<file path="src/rtl/core/dsd_pkg.sv">
`default_nettype none
package dsd_pkg;

  localparam int SETS          = 2048;
  localparam int WAYS          = 16;
  localparam int LEADER_GROUPS = 64;
  localparam int SEL_W         = 10;

  localparam int STAMP_W    = 64;
  localparam int SET_W      = $clog2(SETS);
  localparam int WAY_W      = $clog2(WAYS);
  localparam int GROUP_SIZE = SETS / LEADER_GROUPS;
  localparam int OFF_W      = (GROUP_SIZE > 1) ? $clog2(GROUP_SIZE) : 1;
  localparam int ROW_W      = WAYS * STAMP_W;
  localparam int PERIOD_W   = 10;
  localparam int FILL_W     = 10;

  // first min level reduces groups of this many ways
  localparam int L1_GRP = 4;
  localparam int L1_N   = (WAYS + L1_GRP - 1) / L1_GRP;

  localparam logic [PERIOD_W-1:0] PERIOD_RST = PERIOD_W'(20);
  localparam logic [SEL_W-1:0]    SEL_MID    = SEL_W'(1) << (SEL_W - 1);
  localparam logic [SEL_W-1:0]    SEL_MAX    = {SEL_W{1'b1}};

  localparam logic REQ_VICTIM = 1'b0;
  localparam logic REQ_UPDATE = 1'b1;

  typedef enum logic [1:0] {
    ROLE_LRU,
    ROLE_BIP,
    ROLE_FOLLOW
  } role_t;

  typedef struct packed {
    logic               req_type;
    logic [SET_W-1:0]   set_index;
    logic [WAY_W-1:0]   way;
    logic               hit;
    logic [STAMP_W-1:0] now;
    role_t              role;
  } item_t;

  // back-end status toward the front end
  typedef struct packed {
    logic pop;
    logic clearing;
  } back_stat_t;

  function automatic role_t set_role(input logic [SET_W-1:0] set_idx);
    logic [SET_W-1:0] grp;
    logic [SET_W-1:0] off;
    logic [SET_W-1:0] comp;
    logic [SET_W-1:0] mask;
    mask = SET_W'(GROUP_SIZE - 1);
    grp  = (GROUP_SIZE > 1) ? (set_idx >> OFF_W) : set_idx;
    off  = set_idx & mask;
    comp = (~off) & mask;
    if (grp == off) begin
      return ROLE_LRU;
    end else if (grp == comp) begin
      return ROLE_BIP;
    end
    return ROLE_FOLLOW;
  endfunction

endpackage
`default_nettype wire

</file>
<file path="src/rtl/core/dsd_front.sv">
`default_nettype none
module dsd_front (
  input  wire logic                      clk,
  input  wire logic                      rst_n,
  input  wire logic                      in_valid,
  output logic                           in_stall,
  input  wire logic                      in_req_type,
  input  wire logic [dsd_pkg::SET_W-1:0] in_set_index,
  input  wire logic [dsd_pkg::WAY_W-1:0] in_way,
  input  wire logic                      in_hit,
  input  wire logic [dsd_pkg::STAMP_W-1:0] in_now,
  input  wire dsd_pkg::back_stat_t       stat,
  output logic                           q_valid,
  output dsd_pkg::item_t                 q_item
);

  dsd_pkg::item_t q_mem_r [2];
  logic           wp_r, wp_nxt;
  logic           rp_r, rp_nxt;
  logic [1:0]     cnt_r, cnt_nxt;
  logic           push;
  dsd_pkg::item_t new_item;

  assign in_stall = (cnt_r == 2'd2) || stat.clearing;
  assign push     = in_valid && !in_stall;
  assign q_valid  = (cnt_r != 2'd0);
  assign q_item   = q_mem_r[rp_r];

  always_comb begin
    new_item.req_type  = in_req_type;
    new_item.set_index = in_set_index;
    new_item.way       = in_way;
    new_item.hit       = in_hit;
    new_item.now       = in_now;
    new_item.role      = dsd_pkg::set_role(in_set_index);
  end

  always_comb begin
    wp_nxt  = push ? ~wp_r : wp_r;
    rp_nxt  = stat.pop ? ~rp_r : rp_r;
    cnt_nxt = cnt_r + 2'(push) - 2'(stat.pop);
  end

  always_ff @(posedge clk) begin
    if (!rst_n) begin
      wp_r  <= 1'b0;
      rp_r  <= 1'b0;
      cnt_r <= 2'd0;
    end else begin
      wp_r  <= wp_nxt;
      rp_r  <= rp_nxt;
      cnt_r <= cnt_nxt;
    end
  end

  always_ff @(posedge clk) begin
    if (push) begin
      q_mem_r[wp_r] <= new_item;
    end
  end

endmodule
`default_nettype wire

</file>
<file path="config.mk">
export PLATFORM = sky130hd
export DESIGN_NAME = dsd_front
export DESIGN_NICKNAME = d
export VERILOG_FILES = /design/src/rtl/core/dsd_pkg.sv /design/src/rtl/core/dsd_front.sv
export SDC_FILE = /design/constraint.sdc
export NUM_CORES = 1
export LEC_CHECK = 0
export BUFFER_PORTS_ARGS = -buffer_cell sky130_fd_sc_hd__buf_4
export CORE_MARGIN = 1
export CORE_UTILIZATION = 49
export CTS_BUF_LIST = sky130_fd_sc_hd__clkbuf_8
export DETAILED_ROUTE_END_ITERATION = 6
export GPL_ROUTABILITY_DRIVEN = 0
export MAX_ROUTING_LAYER = met4
export PLACE_DENSITY = 0.78
export SLEW_MARGIN = 15
export SYNTH_ARGS = -nofsm -noshare
export SYNTH_HDL_FRONTEND = slang
export SYNTH_SLANG_ARGS = --single-unit
</file>
<file path="constraint.sdc">
create_clock -name clk -period 4.89 [get_ports clk]
set_input_delay 0.7335 -clock clk [delete_from_list [all_inputs] [get_ports clk]]
set_output_delay 0.7335 -clock clk [all_outputs]
set_load 0.05 [all_outputs]
</file>
# Word-level counts from Yosys, hierarchy flattened

Memory sizes are Yosys's and may differ from the RTL's. A register that Yosys moved wholly into a read port is not among the register bits.
Index checks and enable logic that the tools add are counted.

$add $sub $neg: 2
Eq/ne operators: 3
Muxes and demuxes: 9
Bitwise gates (word level): 3
Reductions and logical operators: 4

Operator list:

| kind                                        | number |
|---|---|
| equality test 6 x 5 -> 1 bit                | 2 |
| two-way mux 1 bit                           | 6 |
| two-way mux 2 bit                           | 3 |
| inverter 5 bit                              | 1 |
| adder 2 x 1 -> 2 bit                        | 1 |
| equality test 2 bit (second input constant) | 1 |
| inverter 1 bit                              | 2 |
| nonzero test 2 bit                          | 1 |
| subtractor 2 x 1 -> 2 bit                   | 1 |
| logical AND 1 bit                           | 1 |
| zero test 1 bit                             | 1 |
| logical OR 1 bit                            | 1 |

Flip-flop bits (word level): 4
Bits in writable memories: 166
Input bits: 86
Output and inout port bits: 85
Word-level logic and storage cells: 25
Memories: 1

Memory list:

| name    | depth | width | read ports | clocked after memory_dff | wr ports | line            | text |
|---|---|---|---|---|---|---|---|
| q_mem_r | 2     | 83    | 1          | 1                        | 1        | dsd_front.sv:17 | `dsd_pkg::item_t q_mem_r [2];` |

# Depth between registers and ports, before layout

Depth in word-level cells: 6
Depth in mapped cells: 8

# Worst setup path after synthesis

Ideal clock, no wire load.

Kind: input to register
Start: in in_valid
End: mem q_mem_r[1][0] (netlist name) (enable)
Library setup time: 0.525 ns
Data arrival time: 4.709 ns
Data required time: 4.365 ns
Path slack: -0.344 ns
Stages: 3
Path through: inv_1 -> or3_2 -> nor2_1

Cells in the longest elaborated chain, start to end: 3

RTL lines:

| item                                    | line            | text |
|---|---|---|
| start, declared                         | dsd_front.sv:5  | `input wire logic in_valid,` |
| logical AND 1 bit                       | dsd_front.sv:25 | `assign push = in_valid && !in_stall;` |
| two-way mux 1 bit                       | dsd_front.sv:57 | `if (push) begin` |
| two-way mux 1 bit (implied by the code) | dsd_front.sv:58 | `q_mem_r[wp_r] <= new_item;` |
| end, declared                           | dsd_front.sv:17 |  |

Every way passes these cells.

==> results.md <==
- The endpoint required time on the critical path is 4160 ps.
- The global-route usage over all layers is 17.9%.
- The signal on the critical path passes through mux2_2 > buf_4.
- The starting density of the core is between 50% and 60%.
- The hold violation total from the final report is 0.
- STA puts the critical path data arrival time at between 2000 and 2500 ps.
- The gate count after technology mapping is 297.
- The ratio of final minimum period to clock period is about three fifths.
- The number of rows created at floorplan is 41.
- The maximum number of pins on one net before global-route repair is 84.
- Counting every net in the synthesized netlist gives approximately 390.
- The internal cell power is between 0.002 and 0.003 W.
- The H-tree depth reported by CTS is 4.
- The vias per cell is 4.88.
- The flow ran to the end, and the final reports show no timing, DRC or antenna violations.
- In this run the vertical extent of the chip is roughly 120 µm.
- The repair_antennas step left the layout with diodes totalling 0.
- The yosys synthesis warning count is 0.
- The number of I/O port buffers is 170.
- Measured along the x axis, the die boundary spans 116 µm.
- The family of cells with the greatest summed delay on the critical path is flip-flops.
- The total via count after detailed routing is 3242.
- At the end of the flow, the number of nets in the layout was about 570.
- Compared with the post-synthesis result, the final layout area differs by 31.0%.
- The sum of negative setup slack is 0 ps.
- The first detailed-routing pass took 4 iterations.
- In this run the worst path has a maximum fanout of 83.
- The worst setup path is captured at an output port.
- Per report_power, the clock group accounts for 33.8% of the total.
- Cells with a size suffix above 1 make up 59.6% of the layout.
- The detail-routed net length per standard cell is ~17 µm.
- Per report_power, the sequential group accounts for 49.4% of the total.
- The number of clock buffers added by TritonCTS is 17.
- The number of non-filler instances in the completed layout is 664.
- In this run the deepest clock path goes through 2 buffers.
- Post-CTS repair changed the size of 0 cells.
- Setup violations remaining at the end of the flow were counted as 0.
- The peak ir drop on the vdd network is about 0.25 mV.
- The final critical path time including I/O delays and setup is 2960 ps.
- The clock edge transition at the registers on the reported setup and hold paths is 80 ps.
- The worst clock skew is 5.22 ps.
- The count of antenna-violating nets left after detailed routing is 0.
- The worst slew slack as a fraction of its limit is 25.0%.
- After detailed routing, the total wire length is 11300 µm.
- The delay of the slowest critical-path stage is 1060 ps.
- The total number of clock tree sinks is 171.
- The part of the power in combinational logic is 16.7%.
- The placed wire-length estimate is about 7400 µm.
- At the pin with the least slew margin, the transition time is approximately 1100 ps.
- The library cell used most frequently in the layout, excluding fill and tap cells, is sky130_fd_sc_hd__buf_4.
- The leakage power is 3.05 nW.
- In this run, post-CTS hold repair placed 0 buffers.
- The final worst slack is roughly 1900 ps.
- After synthesis, the mean cell area works out to about 21 µm².
- The flip-flop and latch count after synthesis is 171.
- In the routed design, unresolved DRC markers number 0.
- Summing internal, switching and leakage power gives roughly 0.0035 W.
- The areal power density over the cells is 421 nW/µm².
- The worst hold path belongs to the class input port to register.
- The max capacitance violation total is 0.
- The maximum frequency from static timing analysis is 338 MHz.
- Leaving out fill and tap cells, the most frequent cells in the layout are sky130_fd_sc_hd__buf_4, sky130_fd_sc_hd__edfxtp_1, sky130_fd_sc_hd__mux2_2.
- The number of global-route vias before repair is 3369.
- The number of different library cells in the post-synthesis netlist is 23.
- The first routing iteration left 229 violations.
- The initial antenna violation count came to 0.
- The buffering stage count on the worst path with inverters included is 1.
- After detailed placement, the design holds a cell count of 632.
- The cell area after technology mapping is between 6000 and 7000 µm².
- The switching component of the power is roughly 0.00089 W.
- For the worst-skew pair, the clock arrives at the later sink with an insertion delay of 440 ps.
- The floorplan step defined a core boundary enclosing 12600 µm².
- The global-route wire length before repair is 16500 µm.
- The floorplan die area is 13400 µm².
- The boundary pin count is approximately 170.
- The TritonCTS clock tree is done.
- The largest individual stage delay along the critical path comes from the cell sky130_fd_sc_hd__dfxtp_4.
- The leftover overflow at the end of global routing is 0.
- The type of origin of the critical path is a register.
- For this run, the register share of the synthesized area comes to 80.5%.
- The number of max-slew violations in the final report is 0.
- The start-to-end type of the worst setup path is register to output port.
- The fraction of power spent switching nets is 25.4%.
- The library cell used as clock root buffer is sky130_fd_sc_hd__clkbuf_8.
- The number of setup buffers added after CTS is 0.
- The worst setup slack after placement is 1900 ps.
- Counting the fill cells in the layout gives around 900.
- Setup repair after global routing left no endpoint under its margin.
## synthesized netlist by cell type (all sizes together)
master	instances	area [µm²]
a21oi	1	5.00
a22oi	1	7.51
and2	3	20.0
and4	1	8.76
buf	9	62.6
dfxtp	5	100
edfxtp	166	4980
ha	2	25.0
inv	5	18.8
mux2	83	935
nor2	5	18.8
nor2b	2	20.0
nor3	1	5.00
nor4	1	6.26
o31ai	1	7.51
or2	2	12.5
or3	1	7.51
or4	1	11.3
xnor2	2	17.5
xor2	5	43.8
## cell type report
type | instances | area, µm² | area share (%)
flip-flops and latches | 171 | 5090 | 61.5
repair buffers | 172 | 1300 | 15.8
multi-input cells | 112 | 1160 | 14.0
clock inverters | 15 | 254 | 3.07
clock buffers | 17 | 234 | 2.83
well taps | 172 | 215 | 2.60
inverters | 5 | 20.0 | 0.242
## metrics by stage
stage	hold slack [ps]	util (%)	area, µm²
6_report	467	65.6	8270
5_1_grt	434	65.6	8270
4_1_cts	438	65.6	8270
3_5_place_dp	492	61.7	7790
3_3_place_gp	471	61.7	7790
2_1_floorplan	461	-	6320
## path summary, 6_finish.rpt
| path | slack [ps] | cells after the start | startpoint | to |
|---|---|---|---|---|
| worst min register to register | 500 | 2 | wp_r | wp_r |
| worst min-delay path | 470 | 1 | in_now[27] | q_mem_r[1][29] |
| worst max register to register | 2420 | 4 | cnt_r[1] | q_mem_r[1][73] |
| worst max-delay path | 1930 | 2 | register | q_item[29] |
## flip-flops by register name, indices dropped and copies added, names as in the netlist, named ones only
| name | flops |
|---|---|
| cnt_r | 2 |
| q_mem_r | 166 |
| rp_r | 1 |
| wp_r | 1 |
## cell families after synthesis
logic type	after synthesis	synth area share, %
DFF	171	80.5
AOI/OAI and AO/OA	3	0.317
and+or+nand+nor	17	1.74
buffers and inverters	14	1.29
xor gates and xnor gates	7	0.971
muxes	83	14.8
adders and majority gates	2	0.396
## power by group through the flow
stage                     combinational (W)  sequential, W  clock (W)
final                              0.000583        0.00172    0.00118
after detailed placement           0.000586        0.00176          0
after floorplan                    0.000416        0.00173          0
after global placement             0.000579        0.00175          0
after CTS                          0.000588        0.00173    0.00120
after global routing               0.000608        0.00173    0.00126
## per-layer routing
metal / global-route usage [%] / up-vias / routed length (µm)
li1: - / 1522 / -
met3: 5.96 / 20 / 754
met5: - / - / 0
met4: 8.23 / 0 / 260
met1: 19.7 / 1581 / 4450
met2: 29.5 / 119 / 5850
No activity file was read; power rests on OpenSTA's default activity.
